**config.mk**
```make
export PLATFORM = sky130hd
export DESIGN_NAME = two_range_frequency_meter_flat
export DESIGN_NICKNAME = d
export VERILOG_FILES = /design/src/hdl/trfm_pkg.sv /design/src/hdl/trfm_ifs.sv /design/src/hdl/trfm_ctrl.sv /design/src/hdl/trfm_div.sv /design/src/hdl/two_range_frequency_meter.sv /design/src/flat_wrapper.sv
export VERILOG_INCLUDE_DIRS = /design/src /design/src/hdl
export SDC_FILE = /design/constraint.sdc
export NUM_CORES = 1
export LEC_CHECK = 0
export BUFFER_PORTS_ARGS = -buffer_cell sky130_fd_sc_hd__buf_4
export CORE_AREA = 2 2 166 168
export CTS_CLUSTER_DIAMETER = 150
export DETAILED_ROUTE_END_ITERATION = 7
export DIE_AREA = 0 0 168 170
export PLACE_DENSITY_LB_ADDON = 0.2
export SETUP_SLACK_MARGIN = 0.3
export SYNTH_ARGS = -nofsm -noshare
export SYNTH_HDL_FRONTEND = slang
export SYNTH_HIERARCHICAL = 1
export SYNTH_SLANG_ARGS = --single-unit
```
**constraint.sdc**
```tcl
create_clock -name clock -period 4.2 [get_ports clock]
set_input_delay 0.21 -clock clock [delete_from_list [all_inputs] [get_ports clock]]
set_output_delay 0.21 -clock clock [all_outputs]
set_load 0.005 [all_outputs]
```
**src/hdl/two_range_frequency_meter_assert.svh**
```systemverilog
// ============================================================================
// Two-range frequency meter assertion macros
// Concurrent assertion wrappers; they expand to nothing in synthesis.
// ============================================================================
`ifndef TWO_RANGE_FREQUENCY_METER_ASSERT_SVH
`define TWO_RANGE_FREQUENCY_METER_ASSERT_SVH
`ifndef SYNTHESIS
// Same-cycle implication.
`define TRFM_ASSERT_IMPL(label, clk, rst, pre, post) \
   label: assert property (@(posedge clk) disable iff (rst) (pre) |-> (post)) \
      else $error("trfm: same-cycle check failed");
// Next-cycle implication.
`define TRFM_ASSERT_NEXT(label, clk, rst, pre, post) \
   label: assert property (@(posedge clk) disable iff (rst) (pre) |=> (post)) \
      else $error("trfm: next-cycle check failed");
`else
`define TRFM_ASSERT_IMPL(label, clk, rst, pre, post)
`define TRFM_ASSERT_NEXT(label, clk, rst, pre, post)
`endif
`endif

```
**src/hdl/trfm_pkg.sv**
```systemverilog
// ============================================================================
// Two-range frequency meter package
// Shared widths, reset values, codes and control structs.
// ============================================================================
package trfm_pkg;

   localparam int CLOCK_HZ_W  = 26;
   localparam int THRESH_W    = 16;
   localparam int HOLDOFF_W   = 24;
   localparam int COARSE_W    = 16;
   localparam int FREQ_W      = 16;
   localparam int CSR_INDEX_W = 2;
   localparam int CSR_DATA_W  = 26;

   localparam int PRESCALE_BITS_DEF = 8;
   localparam int FINE_BITS_DEF     = 16;

   localparam logic [CLOCK_HZ_W-1:0] CLOCK_HZ_RST  = 26'd10000000;
   localparam logic [THRESH_W-1:0]   THRESH_RST    = 16'd170;
   localparam logic [HOLDOFF_W-1:0]  HOLDOFF_RST   = 24'd500000;

   typedef enum logic [CSR_INDEX_W-1:0] {
      CSR_CLOCK_HZ  = 2'd0,
      CSR_THRESHOLD = 2'd1,
      CSR_HOLDOFF   = 2'd2
   } csr_index_type;

   typedef enum logic [1:0] {
      PH_START = 2'd0,
      PH_END   = 2'd1,
      PH_HOLD  = 2'd2
   } phase_type;

   typedef enum logic [1:0] {
      DIV_IDLE   = 2'd0,
      DIV_RUN    = 2'd1,
      DIV_FINISH = 2'd2
   } div_state_type;

   typedef struct packed {
      logic start;
      logic fine;
   } div_cmd_type;

   typedef struct packed {
      logic busy;
      logic done;
   } div_status_type;

endpackage

```
**src/hdl/trfm_ifs.sv**
```systemverilog
// ============================================================================
// Two-range frequency meter channels
// Request channel carries one tick; response channel carries one result.
// ============================================================================
interface trfm_req_if;
   logic valid;
   logic ready;
   logic rising_edge;

   modport source (output valid, output rising_edge, input ready);
   modport sink (input valid, input rising_edge, output ready);
endinterface

interface trfm_rsp_if;
   logic        valid;
   logic        ready;
   logic [15:0] freq_hz;
   logic        saturated;
   logic        used_fine;

   modport source (output valid, output freq_hz, output saturated, output used_fine,
                   input ready);
   modport sink (input valid, input freq_hz, input saturated, input used_fine,
                 output ready);
endinterface

```
**src/hdl/trfm_ctrl.sv**
```systemverilog
// ============================================================================
// Two-range frequency meter tick control
// Fine, prescale and coarse counters plus the measurement phase machine.
// ============================================================================
module trfm_ctrl #(
   parameter int PRESCALE_BITS = trfm_pkg::PRESCALE_BITS_DEF,
   parameter int FINE_BITS     = trfm_pkg::FINE_BITS_DEF,
   parameter int DEN_W         = trfm_pkg::COARSE_W + trfm_pkg::PRESCALE_BITS_DEF
) (
   input  logic                             clock,
   input  logic                             reset,
   input  logic                             tick,
   input  logic                             rising_edge,
   input  logic [trfm_pkg::THRESH_W-1:0]    coarse_threshold,
   input  logic [trfm_pkg::HOLDOFF_W-1:0]   holdoff_ticks,
   output trfm_pkg::div_cmd_type            div_cmd,
   output logic [DEN_W-1:0]                 div_den
);

   logic [PRESCALE_BITS-1:0]          prescale_ff, prescale_in;
   logic [FINE_BITS-1:0]              fine_ff, fine_in;
   logic [FINE_BITS-1:0]              start_fine_ff, start_fine_in;
   logic [trfm_pkg::COARSE_W-1:0]     coarse_ff, coarse_in;
   logic [trfm_pkg::HOLDOFF_W-1:0]    holdoff_ff, holdoff_in;
   trfm_pkg::phase_type               phase_ff, phase_in;

   logic [trfm_pkg::HOLDOFF_W-1:0]    holdoff_dec;
   logic                              start_edge;
   logic                              end_edge;
   logic [FINE_BITS-1:0]              fine_diff;
   logic [DEN_W-1:0]                  coarse_ext;
   logic [DEN_W-1:0]                  coarse_scaled;
   logic                              use_fine;

   assign holdoff_dec = (holdoff_ff != '0) ? holdoff_ff - 1'b1 : '0;

   // Next phase.
   always_comb begin
      phase_in = phase_ff;
      case (phase_ff)
         trfm_pkg::PH_START: begin
            phase_in = rising_edge ? trfm_pkg::PH_END : trfm_pkg::PH_START;
         end
         trfm_pkg::PH_END: begin
            if (rising_edge) begin
               phase_in = (holdoff_ticks == '0) ? trfm_pkg::PH_START : trfm_pkg::PH_HOLD;
            end
         end
         trfm_pkg::PH_HOLD: begin
            if (holdoff_dec == '0) begin
               phase_in = trfm_pkg::PH_START;
            end
         end
         default: begin
            phase_in = rising_edge ? trfm_pkg::PH_END : trfm_pkg::PH_START;
         end
      endcase
   end

   // Phase outputs.
   always_comb begin
      start_edge = 1'b0;
      end_edge   = 1'b0;
      holdoff_in = holdoff_ff;
      case (phase_ff)
         trfm_pkg::PH_START: begin
            start_edge = rising_edge;
         end
         trfm_pkg::PH_END: begin
            end_edge = rising_edge;
            if (rising_edge) begin
               holdoff_in = holdoff_ticks;
            end
         end
         trfm_pkg::PH_HOLD: begin
            holdoff_in = holdoff_dec;
         end
         default: begin
            start_edge = rising_edge;
         end
      endcase
   end

   // Edges see the counters from before this tick's increment. A start edge
   // clears the coarse count and wins over a prescaler wrap.
   always_comb begin
      fine_in       = fine_ff + 1'b1;
      prescale_in   = prescale_ff + 1'b1;
      start_fine_in = start_edge ? fine_ff : start_fine_ff;
      coarse_in     = coarse_ff;
      if (start_edge) begin
         coarse_in = '0;
      end else if ((&prescale_ff) && (coarse_ff != '1)) begin
         coarse_in = coarse_ff + 1'b1;
      end
   end

   // The coarse divisor folds a divide by 2^P - 1 into the count:
   // clock_hz / (c * (2^P - 1)) gives the same floor as two divides.
   assign fine_diff     = fine_ff - start_fine_ff;
   assign coarse_ext    = DEN_W'(coarse_ff);
   assign coarse_scaled = (coarse_ext << PRESCALE_BITS) - coarse_ext;
   assign use_fine      = coarse_ff < coarse_threshold;

   assign div_cmd.start = tick && end_edge;
   assign div_cmd.fine  = use_fine;
   assign div_den       = use_fine ? DEN_W'(fine_diff) : coarse_scaled;

   always_ff @(posedge clock) begin
      if (reset) begin
         prescale_ff   <= '0;
         fine_ff       <= '0;
         start_fine_ff <= '0;
         coarse_ff     <= '0;
         holdoff_ff    <= '0;
         phase_ff      <= trfm_pkg::PH_START;
      end else if (tick) begin
         prescale_ff   <= prescale_in;
         fine_ff       <= fine_in;
         start_fine_ff <= start_fine_in;
         coarse_ff     <= coarse_in;
         holdoff_ff    <= holdoff_in;
         phase_ff      <= phase_in;
      end
   end

endmodule

```
**src/hdl/trfm_div.sv**
```systemverilog
// ============================================================================
// Two-range frequency meter divider
// Restoring divider, one quotient bit per cycle, with 16-bit saturation.
// ============================================================================
module trfm_div #(
   parameter int NUM_W = trfm_pkg::CLOCK_HZ_W,
   parameter int DEN_W = trfm_pkg::COARSE_W + trfm_pkg::PRESCALE_BITS_DEF
) (
   input  logic                             clock,
   input  logic                             reset,
   input  trfm_pkg::div_cmd_type            cmd,
   input  logic [NUM_W-1:0]                 num,
   input  logic [DEN_W-1:0]                 den,
   input  logic                             take,
   output trfm_pkg::div_status_type         status,
   output logic [trfm_pkg::FREQ_W-1:0]      quotient,
   output logic                             saturated,
   output logic                             used_fine
);

   localparam int CNT_W = $clog2(NUM_W);

   trfm_pkg::div_state_type state_ff, state_in;
   logic [CNT_W-1:0]        cnt_ff, cnt_in;
   logic [NUM_W-1:0]        quo_ff;
   logic [DEN_W-1:0]        rem_ff;
   logic [DEN_W-1:0]        den_ff;
   logic                    zero_ff;
   logic                    fine_ff;

   logic [DEN_W:0]          trial;
   logic [DEN_W:0]          trial_sub;
   logic                    fits;
   logic                    over;

   // Next state.
   always_comb begin
      state_in = state_ff;
      case (state_ff)
         trfm_pkg::DIV_IDLE: begin
            if (cmd.start) begin
               state_in = trfm_pkg::DIV_RUN;
            end
         end
         trfm_pkg::DIV_RUN: begin
            if (cnt_ff == '0) begin
               state_in = trfm_pkg::DIV_FINISH;
            end
         end
         trfm_pkg::DIV_FINISH: begin
            if (take) begin
               state_in = trfm_pkg::DIV_IDLE;
            end
         end
         default: begin
            state_in = trfm_pkg::DIV_IDLE;
         end
      endcase
   end

   // State outputs.
   always_comb begin
      status.busy = 1'b1;
      status.done = 1'b0;
      case (state_ff)
         trfm_pkg::DIV_IDLE: begin
            status.busy = 1'b0;
         end
         trfm_pkg::DIV_FINISH: begin
            status.done = 1'b1;
         end
         default: begin
            status.busy = 1'b1;
         end
      endcase
   end

   // One restoring step: the numerator shifts out of the top of quo_ff while
   // quotient bits shift in at the bottom.
   assign trial     = {rem_ff, quo_ff[NUM_W-1]};
   assign trial_sub = trial - {1'b0, den_ff};
   assign fits      = trial >= {1'b0, den_ff};
   assign cnt_in    = cnt_ff - 1'b1;

   always_ff @(posedge clock) begin
      if (reset) begin
         state_ff <= trfm_pkg::DIV_IDLE;
         cnt_ff   <= '0;
      end else begin
         state_ff <= state_in;
         if (state_ff == trfm_pkg::DIV_IDLE) begin
            cnt_ff <= CNT_W'(NUM_W - 1);
         end else if (state_ff == trfm_pkg::DIV_RUN) begin
            cnt_ff <= cnt_in;
         end
      end
   end

   always_ff @(posedge clock) begin
      if ((state_ff == trfm_pkg::DIV_IDLE) && cmd.start) begin
         quo_ff  <= num;
         rem_ff  <= '0;
         den_ff  <= den;
         zero_ff <= (den == '0);
         fine_ff <= cmd.fine;
      end else if (state_ff == trfm_pkg::DIV_RUN) begin
         quo_ff <= {quo_ff[NUM_W-2:0], fits};
         rem_ff <= fits ? trial_sub[DEN_W-1:0] : trial[DEN_W-1:0];
      end
   end

   assign over      = zero_ff || (|quo_ff[NUM_W-1:trfm_pkg::FREQ_W]);
   assign quotient  = over ? '1 : quo_ff[trfm_pkg::FREQ_W-1:0];
   assign saturated = over;
   assign used_fine = fine_ff;

endmodule

```
**src/hdl/two_range_frequency_meter.sv**
```systemverilog
// ============================================================================
// Two-range frequency meter
// Reciprocal frequency meter with fine and coarse ranges and a holdoff.
// ============================================================================
// Each request is one tick of the reference clock with a flag for a rising
// edge of the measured signal. A tick without an ending edge leaves the
// meter ready for the next request. The tick that carries the ending edge
// is accepted and starts the shared restoring divider, which retires one
// quotient bit per cycle through its 26 divide steps and then hands the
// result to the output register; no request is taken until then. The
// hand-over waits while an earlier result still sits unread in the output
// register, so a stalled response side keeps the divider busy. The result
// then waits in the output register while new ticks are accepted.
`include "two_range_frequency_meter_assert.svh"

module two_range_frequency_meter #(
   parameter int PRESCALE_BITS = trfm_pkg::PRESCALE_BITS_DEF,
   parameter int FINE_BITS     = trfm_pkg::FINE_BITS_DEF
) (
   input  logic                               clock,
   input  logic                               reset,
   trfm_req_if.sink                           req_ch,
   trfm_rsp_if.source                         rsp_ch,
   input  logic                               csr_wr_en,
   input  logic [trfm_pkg::CSR_INDEX_W-1:0]   csr_index,
   input  logic [trfm_pkg::CSR_DATA_W-1:0]    csr_wdata
);

   localparam int COARSE_DEN_W = trfm_pkg::COARSE_W + PRESCALE_BITS;
   localparam int DEN_W = (FINE_BITS > COARSE_DEN_W) ? FINE_BITS : COARSE_DEN_W;

   logic [trfm_pkg::CLOCK_HZ_W-1:0] clock_hz_ff;
   logic [trfm_pkg::THRESH_W-1:0]   threshold_ff;
   logic [trfm_pkg::HOLDOFF_W-1:0]  holdoff_ff;

   logic                            rsp_valid_ff, rsp_valid_in;
   logic [trfm_pkg::FREQ_W-1:0]     freq_ff;
   logic                            sat_ff;
   logic                            fine_ff;

   trfm_pkg::div_cmd_type           div_cmd;
   trfm_pkg::div_status_type        div_status;
   logic [DEN_W-1:0]                div_den;
   logic [trfm_pkg::FREQ_W-1:0]     div_quotient;
   logic                            div_saturated;
   logic                            div_used_fine;
   logic                            tick;
   logic                            load;

   assign req_ch.ready = !div_status.busy;
   assign tick         = req_ch.valid && req_ch.ready;

   always_ff @(posedge clock) begin
      if (reset) begin
         clock_hz_ff  <= trfm_pkg::CLOCK_HZ_RST;
         threshold_ff <= trfm_pkg::THRESH_RST;
         holdoff_ff   <= trfm_pkg::HOLDOFF_RST;
      end else if (csr_wr_en) begin
         case (csr_index)
            trfm_pkg::CSR_CLOCK_HZ: begin
               clock_hz_ff <= csr_wdata[trfm_pkg::CLOCK_HZ_W-1:0];
            end
            trfm_pkg::CSR_THRESHOLD: begin
               threshold_ff <= csr_wdata[trfm_pkg::THRESH_W-1:0];
            end
            trfm_pkg::CSR_HOLDOFF: begin
               holdoff_ff <= csr_wdata[trfm_pkg::HOLDOFF_W-1:0];
            end
            default: begin
               clock_hz_ff <= clock_hz_ff;
            end
         endcase
      end
   end

   trfm_ctrl #(
      .PRESCALE_BITS (PRESCALE_BITS),
      .FINE_BITS     (FINE_BITS),
      .DEN_W         (DEN_W)
   ) u_ctrl (
      .clock            (clock),
      .reset            (reset),
      .tick             (tick),
      .rising_edge      (req_ch.rising_edge),
      .coarse_threshold (threshold_ff),
      .holdoff_ticks    (holdoff_ff),
      .div_cmd          (div_cmd),
      .div_den          (div_den)
   );

   trfm_div #(
      .NUM_W (trfm_pkg::CLOCK_HZ_W),
      .DEN_W (DEN_W)
   ) u_div (
      .clock     (clock),
      .reset     (reset),
      .cmd       (div_cmd),
      .num       (clock_hz_ff),
      .den       (div_den),
      .take      (load),
      .status    (div_status),
      .quotient  (div_quotient),
      .saturated (div_saturated),
      .used_fine (div_used_fine)
   );

   // A finished quotient moves to the output register once it is free.
   assign load         = div_status.done && (!rsp_valid_ff || rsp_ch.ready);
   assign rsp_valid_in = load || (rsp_valid_ff && !rsp_ch.ready);

   always_ff @(posedge clock) begin
      if (reset) begin
         rsp_valid_ff <= 1'b0;
      end else begin
         rsp_valid_ff <= rsp_valid_in;
      end
   end

   always_ff @(posedge clock) begin
      if (load) begin
         freq_ff <= div_quotient;
         sat_ff  <= div_saturated;
         fine_ff <= div_used_fine;
      end
   end

   assign rsp_ch.valid     = rsp_valid_ff;
   assign rsp_ch.freq_hz   = freq_ff;
   assign rsp_ch.saturated = sat_ff;
   assign rsp_ch.used_fine = fine_ff;

   `TRFM_ASSERT_IMPL(a_start_only_idle, clock, reset, div_cmd.start, !div_status.busy)
   `TRFM_ASSERT_NEXT(a_stall_after_start, clock, reset, div_cmd.start, !req_ch.ready)
   `TRFM_ASSERT_NEXT(a_result_kept, clock, reset, div_status.done && !load, div_status.done)

endmodule
```
**src/flat_wrapper.sv**
```systemverilog
// flat-port wrapper written by rule: the top's interface ports become plain ports
module two_range_frequency_meter_flat 
#(
   parameter int PRESCALE_BITS = trfm_pkg::PRESCALE_BITS_DEF,
   parameter int FINE_BITS     = trfm_pkg::FINE_BITS_DEF
)
  (clock, reset, csr_wr_en, csr_index, csr_wdata, req_ch_valid, req_ch_rising_edge, req_ch_ready, rsp_ch_valid, rsp_ch_freq_hz, rsp_ch_saturated, rsp_ch_used_fine, rsp_ch_ready);
  trfm_req_if req_ch_i ();
  trfm_rsp_if rsp_ch_i ();
  input  logic clock;
  input  logic reset;
  input  logic csr_wr_en;
  input  logic [trfm_pkg::CSR_INDEX_W-1:0] csr_index;
  input  logic [trfm_pkg::CSR_DATA_W-1:0] csr_wdata;
  input wire logic [$bits(req_ch_i.valid)-1:0] req_ch_valid;
  input wire logic [$bits(req_ch_i.rising_edge)-1:0] req_ch_rising_edge;
  output wire logic [$bits(req_ch_i.ready)-1:0] req_ch_ready;
  output wire logic [$bits(rsp_ch_i.valid)-1:0] rsp_ch_valid;
  output wire logic [$bits(rsp_ch_i.freq_hz)-1:0] rsp_ch_freq_hz;
  output wire logic [$bits(rsp_ch_i.saturated)-1:0] rsp_ch_saturated;
  output wire logic [$bits(rsp_ch_i.used_fine)-1:0] rsp_ch_used_fine;
  input wire logic [$bits(rsp_ch_i.ready)-1:0] rsp_ch_ready;
  assign req_ch_i.valid = req_ch_valid;
  assign req_ch_i.rising_edge = req_ch_rising_edge;
  assign req_ch_ready = req_ch_i.ready;
  assign rsp_ch_valid = rsp_ch_i.valid;
  assign rsp_ch_freq_hz = rsp_ch_i.freq_hz;
  assign rsp_ch_saturated = rsp_ch_i.saturated;
  assign rsp_ch_used_fine = rsp_ch_i.used_fine;
  assign rsp_ch_i.ready = rsp_ch_ready;
  two_range_frequency_meter #(.PRESCALE_BITS(PRESCALE_BITS), .FINE_BITS(FINE_BITS)) u_core (.clock(clock), .reset(reset), .req_ch(req_ch_i), .rsp_ch(rsp_ch_i), .csr_wr_en(csr_wr_en), .csr_index(csr_index), .csr_wdata(csr_wdata));
endmodule
```
==> flow_summary.ini, run 1 <==
[finish]
layout_commonest_cell = nand2_1
layout.cells.non_filler = 2072
final_cell_mix = nand2_1 (212), dfxtp_1 (180), nor2_1 (168), inv_1 (94), nand2b_1 (82)
drive_above_1_share_pct = 9.88
antenna_cells = 0
nets = 1817
final_util_pct = 60.5
final_area_mm2 = 0.0161
area_growth_pct = 11.2

[place]
gp_congestion = 0.881
post-place-ws_ns = 0.708
io_buffers = 53
hpwl_mm = 24.2
placed_area_mm2 = 0.0151
placedCellCount = 2002

[grt]
overflow = 0
grt_start_max_net_pins = 97
antenna_found_initial = 0
grt_use_total_pct = 23.5
grt_pass1_vias = 11300
grt_pass1_wl_mm = 55.8

[timing]
worst_slew_pin_slew_ns = 0.987
hold_viol_final = 0
finalSetupViolations = 0
max_freq_mhz = 297
fin_skew_ns = 0.0175
timing.final.crit_share_pct = 80.1
fin_tns_setup_ns = 0
relSlewSlack_pct = 34.2
drv_slew = 0
rsz0062_at_grt = false
fin_ws_ns = 0.834
period_minus_slack_ns = 3.37
timing.hold.ws_ns = 0.0407

[critical_path]
startpoint_type = flip-flop
required_ns = 4.60
arrival_ns = 3.76
r2r_slack_ns = 0.83
critPathKind = flip-flop to flip-flop
end_kind = flip-flop
cp_max_fo = 7

[synth]
synth.distinct_cells = 87
synth_fa_ha_area_share_pct = 6.41
synth_top_flop_cell = dfxtp_1
synth.area.mux_share_pct = 5.23
yosys-top-cells-area = dfxtp_1 (25%), edfxtp_1 (15%), ha_1 (6.1%)
synth.largest_area_cell = dfxtp_1
synth_compound_area_share_pct = 15.0
syn_nets = 1787
synth_xor_area_share_pct = 5.02
avgSynthCellArea_um2 = 8.62
syn_area_mm2 = 0.0145
synth_cells = 1680
synth_top_area_share_pct = 24.9
async_reset_ff_share_pct = 0
ys_ff_latch = 250
synth_top_family_by_area = simple AND/OR/NAND/NOR gates
ys_seq_area_share_pct = 39.4
yosys.area_share.simple_pct = 23.4
yosys_warnings = 6
synth-edff-count = 70

[floorplan]
die_h_um = 170
die_area_mm2 = 0.0286
core-area_mm2 = 0.0267
die_w_um = 168
pin_count = 54
rows = 60
start_util_pct = 54.4

[route]
drtAntennaViolNets = 0
vias_per_cell = 5.72
vias = 11900
post_drt_wl_per_cell_um = 16.4
drc = 0
drtPass1Iterations = 5
first_iter_violations = 874
drt_wl_total_mm = 34.0

[clock_tree]
clkTransAtPathRegs_ns = 0.06
root_buffer = clkbuf_16
post_cts_buffers = 0
cts_buffers = 27
cts_tree = yes
clock_path_buffers = 3
clock_latency_ns = 0.54
cts_htree_levels = 1
numClockSinks = 250

[run]
maxCapViolCount = 0

[power_and_ir_drop]
peakVddDrop_uv = 324
power_leakage_nw = 6.39
powerDensity_mw_per_mm2 = 433
finalPower_mw = 6.98

[hold_path]
hold_class = primary input to flip-flop

[status]
run_status = complete, no violations
-- cells by family (layout without fill, tap and decap cells) --
family	after synthesis	in the layout
flip-flops	250	250
multiplexers	75	75
AO/OA/AOI/OAI	318	318
AND/OR/NAND/NOR	693	693
XOR/XNOR	83	83
buffers and inverters	188	239
adder cells (fa/ha/maj)	73	73
-- power breakdown --
part / total (mW) / switching, mW / internal [mW]
clock network: 2.28 / 0.978 / 1.30
logic: 1.90 / 1.13 / 0.769
registers: 2.80 / 0.149 / 2.65
-- path summary, 6_finish.rpt --
kind	startpoint	end	cells past startpoint
worst max-delay path	u_core/u_ctrl/coarse_ff[8]	u_core/u_div/zero_ff	13
worst min-delay path	req_ch_rising_edge	u_core/u_ctrl/phase_ff[0]	3
worst max register to register	u_core/u_ctrl/coarse_ff[8]	u_core/u_div/zero_ff	13
worst min register to register	u_core/u_ctrl/start_fine_ff[5]	u_core/u_ctrl/start_fine_ff[5]	2
-- state kept, by name, indices dropped and copies added, names as in the netlist --
name / count
u_core/threshold_ff: 16
u_core/rsp_ch.saturated: 1
u_core/u_ctrl/phase_ff: 2
u_core/u_ctrl/start_fine_ff: 16
u_core/u_div/rem_ff: 24
u_core/rsp_ch.valid: 1
u_core/u_div/quo_ff: 26
u_core/u_ctrl/prescale_ff: 8
u_core/rsp_ch.freq_hz: 16
u_core/u_ctrl/coarse_ff: 16
u_core/rsp_ch.used_fine: 1
u_core/u_div/den_ff: 24
u_core/u_ctrl/fine_ff: 16
u_core/holdoff_ff: 24
u_core/clock_hz_ff: 26
u_core/u_div/used_fine: 1
u_core/u_ctrl/holdoff_ff: 24
u_core/u_div/cnt_ff: 5
u_core/u_div/zero_ff: 1
u_core/u_div/state_ff: 2
-- cell usage after synthesis, drive strengths merged (19+ instances only) --
cell,instances
nand2,212
dfxtp,180
nor2,169
inv,95
nand2b,82
a21oi,73
mux2i,73
ha,71
edfxtp,70
o21ai,70
clkbuf,62
xnor2,45
xor2,38
nor3,32
nand3,31
nor4,31
buf,30
o211ai,25
or3,25
or2,23
nand4,21
o21a,20
a21o,19
-- layer usage --
layer	vias up	GRT usage (%)	share of wire, %
li1	5959	-	-
met1	5563	33.0	48
met2	279	39.0	45
met3	56	2.65	4.5
met4	0	5.48	2.1
met5	-	0	0
-- timing repair --
item,CTS,global route
endpoints found under the hold margin,31,0
gates resized for setup,0,1
setup endpoints to repair,0,1
hold buffers,20,0
-- worst max-delay path, stage by stage (launching register included) --
cell and delay, ns:
dfxtp_1 0.46, inv_1 0.14, ha_1 0.32, nor3b_1 0.35, nand3_1 0.14, o21ai_0 0.30, a31oi_1 0.21, o21ai_1 0.38
nor2_1 0.11, xnor2_1 0.15, nor2_1 0.07, nor4_1 0.36, nand4_1 0.14, nor2_1 0.12
-- area by class of cell --
type	count	area, µm²
inverters	96	360
fillers	2348	10500
repair buffers	93	761
multi-input cells	1242	8000
well taps	341	427
flip-flops and latches	250	5710
clock buffers	40	785
clock inverters	10	73.8
Power figures use the tool's default switching activity.
==> inputs of run 2 (changes only) <==
clock period = 2.8 ns   (was 4.2 ns; I/O delays follow)
==> flow_summary.ini, run 2 (synthesis gave the netlist of run 1 again) <==
[status]
run_status = complete, no violations

[route]
drtPass1Iterations = 5
met3_wirelength_mm = 1.66
met2_length_mm = 17.2
drtAntennaViolNets = 0
vias = 12500
drc = 0
post_drt_wl_per_cell_um = 17.0
m1WireLength_mm = 17.2
top_layer = met4
vias_per_cell = 5.73
drt_wl_total_mm = 37.1
first_iter_violations = 984

[finish]
area_growth_pct = 22.7
reg_top3 = u_core/clock_hz_ff x26, u_core/u_div/quo_ff x26
drive_above_1_share_pct = 21.2
layout.cells.non_filler = 2183
fillers = 2066
final_cell_mix = nand2_1 (211), dfxtp_1 (166), nor2_1 (164), buf_4 (162)
antenna_cells = 0
nets = 1929
layout_commonest_cell = nand2_1

[place]
hpwl_mm = 25.0
io_buffers = 53
gp_congestion = 0.895
placedCellCount = 2065

[timing]
timing.final.crit_share_pct = 98.5
period_minus_slack_ns = 2.76
finalSetupViolations = 0
fin_skew_ns = 0.0135
drv_slew = 0
timing.hold.ws_ns = 0.0298
relSlewSlack_pct = 45.6
rsz0062_at_grt = true
max_freq_mhz = 363
worst_slew_pin_slew_ns = 0.816
hold_viol_final = 0

[run]
maxCapViolCount = 0

[critical_path]
arrival_ns = 3.17
max_stage_delay_ns = 0.34
startpoint = u_core/u_ctrl/fine_ff[0]
cp_max_fo = 3
r2r_start = u_core/u_ctrl/fine_ff[0]
path_cells = inv_2, ha_2, fa_2, nor2b_1, o21a_1, o21ai_2, a21oi_2, buf_4, a31o_2, a21oi_2, xor2_1, mux2i_2, nor4_1, nand2_1, nor2_1
critPathTopFamily = compound AO/OA/AOI/OAI gates
cp_common_cell = a21oi_2
startpoint_type = flip-flop
cp_slowest_cell = dfxtp_2
critPathKind = flip-flop to flip-flop
end_kind = flip-flop
required_ns = 3.21
crit_buf_inv = 2

[clock_tree]
cts_htree_levels = 1
clock_latency_ns = 0.55
numClockSinks = 250
root_buffer = clkbuf_16
cts_tree = yes
clkTransAtPathRegs_ns = 0.06
clock_path_buffers = 3
cts_buffers = 27

[floorplan]
die_h_um = 170
die_w_um = 168
rows = 60
start_util_pct = 54.4
die_area_mm2 = 0.0286
core-area_mm2 = 0.0267
pin_count = 54

[hold_path]
hp-start = csr_wdata[11]
hold_class = primary input to flip-flop

[grt]
grt_pass1_vias = 11800
grt_pass1_wl_mm = 59.1
antenna_found_initial = 0
overflow = 0
grt_use_total_pct = 25.1
grt_start_max_net_pins = 62

[power_and_ir_drop]
powerDensity_mw_per_mm2 = 654
peakVddDrop_uv = 498
power_leakage_nw = 7.08
run 2: changes by cell type in the layout (fill, tap and decap cells not counted), moves of 8 or more:
cell	previous run	this run
a21oi_1	73	58
a21oi_2	0	12
buf_4	72	162
buf_6	0	8
dfxtp_1	180	166
dfxtp_2	0	13
ha_1	71	54
ha_4	0	13
inv_1	94	82
inv_2	1	12
nor4_1	28	18
o21ai_0	62	54
o21ai_2	1	9
run 2: area by class of cell:
type / count / area (µm²) / area share (%)
Multi-Input combinational cell: 1242 / 8630 / 48.5
Clock inverter: 15 / 138 / 0.774
Sequential cell: 250 / 5730 / 32.2
Timing Repair Buffer: 205 / 1750 / 9.84
Clock buffer: 34 / 743 / 4.18
Tap cell: 341 / 427 / 2.40
Inverter: 96 / 364 / 2.05
run 2: repair_timing:
action | in CTS | in global routing
setup buffers | 13 | 27
endpoints found under the hold margin | 53 | 0
cloned | 1 | 1
gates resized for setup | 50 | 81
setup endpoints to repair | 31 | 51
hold buffers | 27 | 0
pin swaps | 32 | 73
run 2: worst paths after layout:
check	end	depth (start not counted)	slack, ns
min	u_core/holdoff_ff[11]	3	0.03
min reg2reg	u_core/u_ctrl/start_fine_ff[13]	2	0.45
max reg2reg	u_core/u_div/zero_ff	15	0.04
max	u_core/u_div/zero_ff	15	0.04
run 2: worst reg2reg max path: cells and delay by family, from the launching register on:
kind	cells	cell delay, ns
AO/OA/AOI/OAI	5	0.66
AND/OR/NAND/NOR	4	0.58
adder cells (fa/ha/maj)	2	0.51
flip-flops	1	0.34
multiplexers	1	0.12
XOR/XNOR	1	0.23
buffers and inverters	2	0.18
run 2: stage by stage:
stage                     instance area, µm²  utilization [%]  setup slack, ns  power, mW  setup TNS, ns
after floorplan                        14600                -         -0.00124       6.60       -0.00124
after global placement                 15600             58.7           0.0940       7.34              0
after detailed placement               15600             58.7           0.0641       7.37              0
after CTS                              17100             64.3            0.136       11.1              0
after global routing                   17800             66.7          -0.0760       12.2         -0.110
final                                  17800             66.7           0.0427       11.6              0
run 2: where the power goes:
group	internal [mW]	total, mW	switching [mW]
Clock	2.06	3.54	1.48
Sequential	3.99	4.22	0.233
Combinational	1.82	3.86	2.04
run 2: routing by layer:
layer	global-route usage, %	vias to the layer above
li1	-	6165
met1	34.5	5933
met2	41.5	329
met3	2.93	83
met4	7.67	0
met5	0	-
